**src/rtl/core/bsc_pkg.sv**
```systemverilog
// ----------------------------------------------------------------------------
// bsc_pkg
// Widths, constants and register indexes shared by the compensation core.
// ----------------------------------------------------------------------------
package bsc_pkg;

  localparam int RAW_W    = 24;
  localparam int COEF_W   = 16;
  localparam int TEMP_W   = 19;
  localparam int PRES_W   = 23;
  localparam int DT_W     = 25;
  localparam int TERM_W   = 42;
  localparam int OFF_W    = 38;
  localparam int SENS_W   = 36;
  localparam int SPLIT_W  = 18;
  localparam int PPLO_W   = RAW_W + SPLIT_W;
  localparam int PPHI_W   = RAW_W + 1 + (SENS_W - SPLIT_W);
  localparam int PROD_W   = 62;
  localparam int CFG_IDX_W = 3;

  localparam logic signed [TEMP_W:0] TEMP_BASE = 20'sd2000;

  typedef enum logic [CFG_IDX_W-1:0] {
    REG_SENS        = 3'd0,
    REG_OFFSET      = 3'd1,
    REG_SENS_TEMP   = 3'd2,
    REG_OFFSET_TEMP = 3'd3,
    REG_REF_TEMP    = 3'd4,
    REG_TEMP_SLOPE  = 3'd5
  } cfg_reg_t;

endpackage

```
**src/rtl/core/bsc_pres_mul.sv**
```systemverilog
// ----------------------------------------------------------------------------
// bsc_pres_mul
// Two-stage product of the raw pressure and the signed sensitivity, built
// from two partial products that are summed in the second stage.
// ----------------------------------------------------------------------------
module bsc_pres_mul (
  input  logic                                    clk,
  input  logic                                    en,
  input  logic [bsc_pkg::RAW_W-1:0]               d1,
  input  logic signed [bsc_pkg::SENS_W-1:0]       sens,
  output logic signed [bsc_pkg::PROD_W-1:0]       prod
);

  logic [bsc_pkg::SPLIT_W-1:0]                      sens_lo;
  logic signed [bsc_pkg::SENS_W-bsc_pkg::SPLIT_W-1:0] sens_hi;
  logic [bsc_pkg::PPLO_W-1:0]                       pp_lo_nxt, pp_lo_r;
  logic signed [bsc_pkg::PPHI_W-1:0]                pp_hi_nxt, pp_hi_r;
  logic signed [bsc_pkg::PROD_W-1:0]                hi_ext, lo_ext, prod_nxt, prod_r;

  assign sens_lo   = sens[bsc_pkg::SPLIT_W-1:0];
  assign sens_hi   = sens[bsc_pkg::SENS_W-1:bsc_pkg::SPLIT_W];
  assign pp_lo_nxt = d1 * sens_lo;
  assign pp_hi_nxt = $signed({1'b0, d1}) * sens_hi;

  assign hi_ext   = {{(bsc_pkg::PROD_W - bsc_pkg::PPHI_W - bsc_pkg::SPLIT_W)
                      {pp_hi_r[bsc_pkg::PPHI_W-1]}},
                     pp_hi_r, {bsc_pkg::SPLIT_W{1'b0}}};
  assign lo_ext   = $signed({{(bsc_pkg::PROD_W - bsc_pkg::PPLO_W){1'b0}}, pp_lo_r});
  assign prod_nxt = hi_ext + lo_ext;

  always_ff @(posedge clk) begin
    if (en) begin
      pp_lo_r <= pp_lo_nxt;
      pp_hi_r <= pp_hi_nxt;
      prod_r  <= prod_nxt;
    end
  end

  assign prod = prod_r;

endmodule

```
**config.mk**
```make
export PLATFORM = sky130hd
export DESIGN_NAME = bsc_pres_mul
export DESIGN_NICKNAME = d
export VERILOG_FILES = /design/src/rtl/core/bsc_pkg.sv /design/src/rtl/core/bsc_pres_mul.sv
export SDC_FILE = /design/constraint.sdc
export NUM_CORES = 2
export LEC_CHECK = 0
export BUFFER_PORTS_ARGS = -buffer_cell sky130_fd_sc_hd__buf_4
export CORE_ASPECT_RATIO = 1.75
export CORE_MARGIN = 4
export CORE_UTILIZATION = 50
export DETAILED_ROUTE_END_ITERATION = 6
export MAX_ROUTING_LAYER = met4
export PLACE_DENSITY_LB_ADDON = 0.15
export SLEW_MARGIN = 20
export SYNTH_ARGS = -nofsm -noshare
export SYNTH_HDL_FRONTEND = slang
export SYNTH_SLANG_ARGS = --single-unit
export TNS_END_PERCENT = 5
```
**constraint.sdc**
```tcl
create_clock -name clk -period 8.25 [get_ports clk]
set_input_delay 1.65 -clock clk [delete_from_list [all_inputs] [get_ports clk]]
set_output_delay 1.65 -clock clk [all_outputs]
set_load 0.05 [all_outputs]
```
==> results.cfg <==
[placed_design]
dp_hpwl_um = 77700
place.gp.congestion = 0.925
portBuffers = 123
placed_area_um2 = 36000

[critical_path]
end_kind = flip-flop
cp_max_fo = 22
cp_common_cell = fa_1
critPathMaxStageDelay_ns = 0.54
setup.worst_path.class = primary input to flip-flop
startpoint_type = primary input
cp_slowest_cell = fa_1
r2r_setup_slack_ns = 4.69
r2r_start = pp_lo_r[26]$_DFFE_PP_
reg2reg_depth = 10
path_cells = buf_4 > buf_4 > nand2_1 > fa_1 > fa_1 > fa_1 > inv_1 > fa_1 > fa_1 > inv_1 > fa_1 > inv_1 > ha_1 > nand3_1 > a2111oi_0 > o31ai_1 > a21oi_1 > a21oi_1 > o21a_1 > o21ai_2 > a21oi_1 > xnor2_1
crit_arrival_ns = 7.89
cp_data_required_time_ns = 8.43
rr_endpoint = prod[53]$_DFFE_PP_

[clock_tree]
cts_inserted_buffers = 17
cts_hold_buf = 0
cts.clk_slew.worst_paths_ns = 0.06
cts_setup_buffers = 0
root_buffer = clkbuf_16
ctsResizeCount = 0
cts_tree = built
htree_levels = 4
cts_sinks = 147
clk_latency_ns = 0.45
ctsLongestPathBuffers = 2

[timing]
tns_ns = 0
fin_crit_sh = 0.935
worstMarginPinSlew_ns = 0.872
finClkSkew_ns = 0.0149
finalHoldViolCount = 0
setup_viol = 0
max_slew_margin = 0.419
fin_crit_ns = 7.71
fmax_mhz = 130
rsz0062_at_grt = no
drv_slew = 0

[cells_and_area]
area_growth_pct = 7.36
finalInstanceArea_um2 = 36600
nFillCells = 6361
drive_gt1_frac = 0.0642
postLayoutCoreUtil = 0.542
fin_nets = 4762
diodes = 0

[yosys]
synth.distinct_cells = 59
avgSynthCellArea_um2 = 9.26
postSynthNetCount = 4732
synthFlopType = edfxtp_1
netlist_area_um2 = 34100
netlist_instances = 3680
synthTopCellsByArea = fa_1 41%, edfxtp_1 13%, ha_1 10%
yosysSeqAreaShare = 0.130
synth_top_cell_by_area = fa_1
ys_seq_elements = 147
async_flop_share = 0
ys_warn_count = 0
synth_edf_count = 147
synth_top_area_share = 0.414

[detailed_routing]
dr.first_iter.drc_count = 1126
ant_nets = 0
avgRoutedWirePerCell_um = 20.6
route.final.wire_length_um = 95100
drc = 0
via_per_inst = 5.35
route.vias.total = 24699
drt-pass1-iter-count = 6

[flow_run]
cap_violations = 0

[floorplan]
coreArea_um2 = 67500
die_w_um = 205
die-area_um2 = 72600
start_util = 0.505
rows = 126
io_pins = 124
die_h_um = 353

[grt]
grt_pass1_wl_um = 152000
first_global_vias = 27982
grt_usage = 0.284
grt_overflow_total = 0
antenna_found_initial = 1
grt_max_degree = 78

[run_status]
status = finished, final reports clean

[worst_hold_path]
min_from = pp_lo_r[7]$_DFFE_PP_
hold_end = prod[7]$_DFFE_PP_
hp-class = flip-flop to flip-flop
hold_depth = 0
==> Yosys cell counts (2+ instances only) <==
cell type	instances
o211ai_1	5
o41ai_4	2
a21o_1	61
nand2b_1	15
xor2_1	37
or3_1	2
nor3b_1	4
nand3b_1	2
or2_2	3
fa_1	705
a211o_1	3
and2_1	338
and3_1	13
inv_1	878
ha_1	285
o21ai_0	50
clkbuf_1	178
o21a_1	10
a21oi_1	106
a2111oi_0	2
o31ai_2	2
o31a_1	3
nand4_1	19
nand2_1	566
a31oi_1	9
nor2b_1	11
xnor2_1	74
nand4b_1	2
o31ai_1	4
nor2_1	76
nand3_1	16
edfxtp_1	147
o21ai_1	2
a21boi_0	3
o21bai_1	8
a211oi_1	9
nor3_1	8
==> through the flow <==
stage,hold slack (ns),instances,setup WS (ns)
final,0.419,4619,0.539
after global placement,0.401,4587,0.286
after CTS,0.420,4619,0.622
after global routing,0.424,4619,0.335
after floorplan,0.400,3680,0.575
after detailed placement,0.405,4587,0.166
==> cell usage in the layout (no fill, tap or decap), types with 5 or more instances in the layout <==
master / n
a211oi_1: 9
buf_4: 190
nand3_1: 16
and3_1: 13
o21bai_1: 8
clkbuf_16: 17
nand4_1: 19
nand2b_1: 15
nor3_1: 8
a31oi_1: 9
ha_1: 285
xnor2_1: 74
xor2_1: 37
nand2_1: 566
edfxtp_1: 147
nor2_1: 76
o211ai_1: 5
inv_6: 6
inv_1: 878
o21a_1: 10
nor2b_1: 11
a21o_1: 61
a21oi_1: 106
o21ai_0: 50
fa_1: 705
and2_1: 338
==> registers in the layout (all words and copies together) (netlist names) <==
name / flops
pp_hi_r: 43
prod: 62
pp_lo_r: 42
==> cell type report <==
class	count	area, um^2	share of cell area
Clock inverter	15	186	0.00509
Multi-Input combinational cell	2474	25700	0.702
Clock buffer	17	425	0.0116
Sequential cell	147	4410	0.121
Tap cell	896	1120	0.0306
Timing Repair Buffer	192	1460	0.0398
Inverter	878	3300	0.0901
==> metal layers <==
metal / vias up / wire (um) / global-route usage
met5: - / 0 / -
met4: 0 / 8300 / 0.184
met3: 297 / 3470 / 0.0268
met2: 708 / 52200 / 0.519
met1: 12702 / 31200 / 0.283
li1: 10992 / - / -
==> how the worst max path moves through the flow <==
stage	from	end	cells after the start
2_1_floorplan	d1[10]	pp_lo_r[40]$_DFFE_PP_	25
3_3_place_gp	d1[12]	pp_hi_r[37]$_DFFE_PP_	22
3_5_place_dp	d1[12]	pp_hi_r[37]$_DFFE_PP_	22
4_1_cts	d1[12]	pp_hi_r[37]$_DFFE_PP_	22
5_1_grt	d1[12]	pp_hi_r[37]$_DFFE_PP_	22
6_report	d1[12]	pp_hi_r[37]$_DFFE_PP_	22
==> kinds of logic after synthesis <==
family | count (synthesis) | share of synthesized area
simple gates | 1078 | 0.150
buf+inv | 1059 | 0.117
fa+ha+maj | 990 | 0.519
compound gates | 295 | 0.0563
flops | 147 | 0.130
xor+xnor | 111 | 0.0285
==> worst max-delay path, delay by kind of cell <==
family	cells	cell delay (ns)
adder cells (fa/ha/maj)	7	3.41
AO/OA/AOI/OAI	7	1.71
buffers and inverters	5	0.73
XOR/XNOR	1	0.14
AND/OR/NAND/NOR	2	0.23
Power is not shown: default switching activity piles up to over one toggle a cycle in this logic, so the estimate is an artifact.
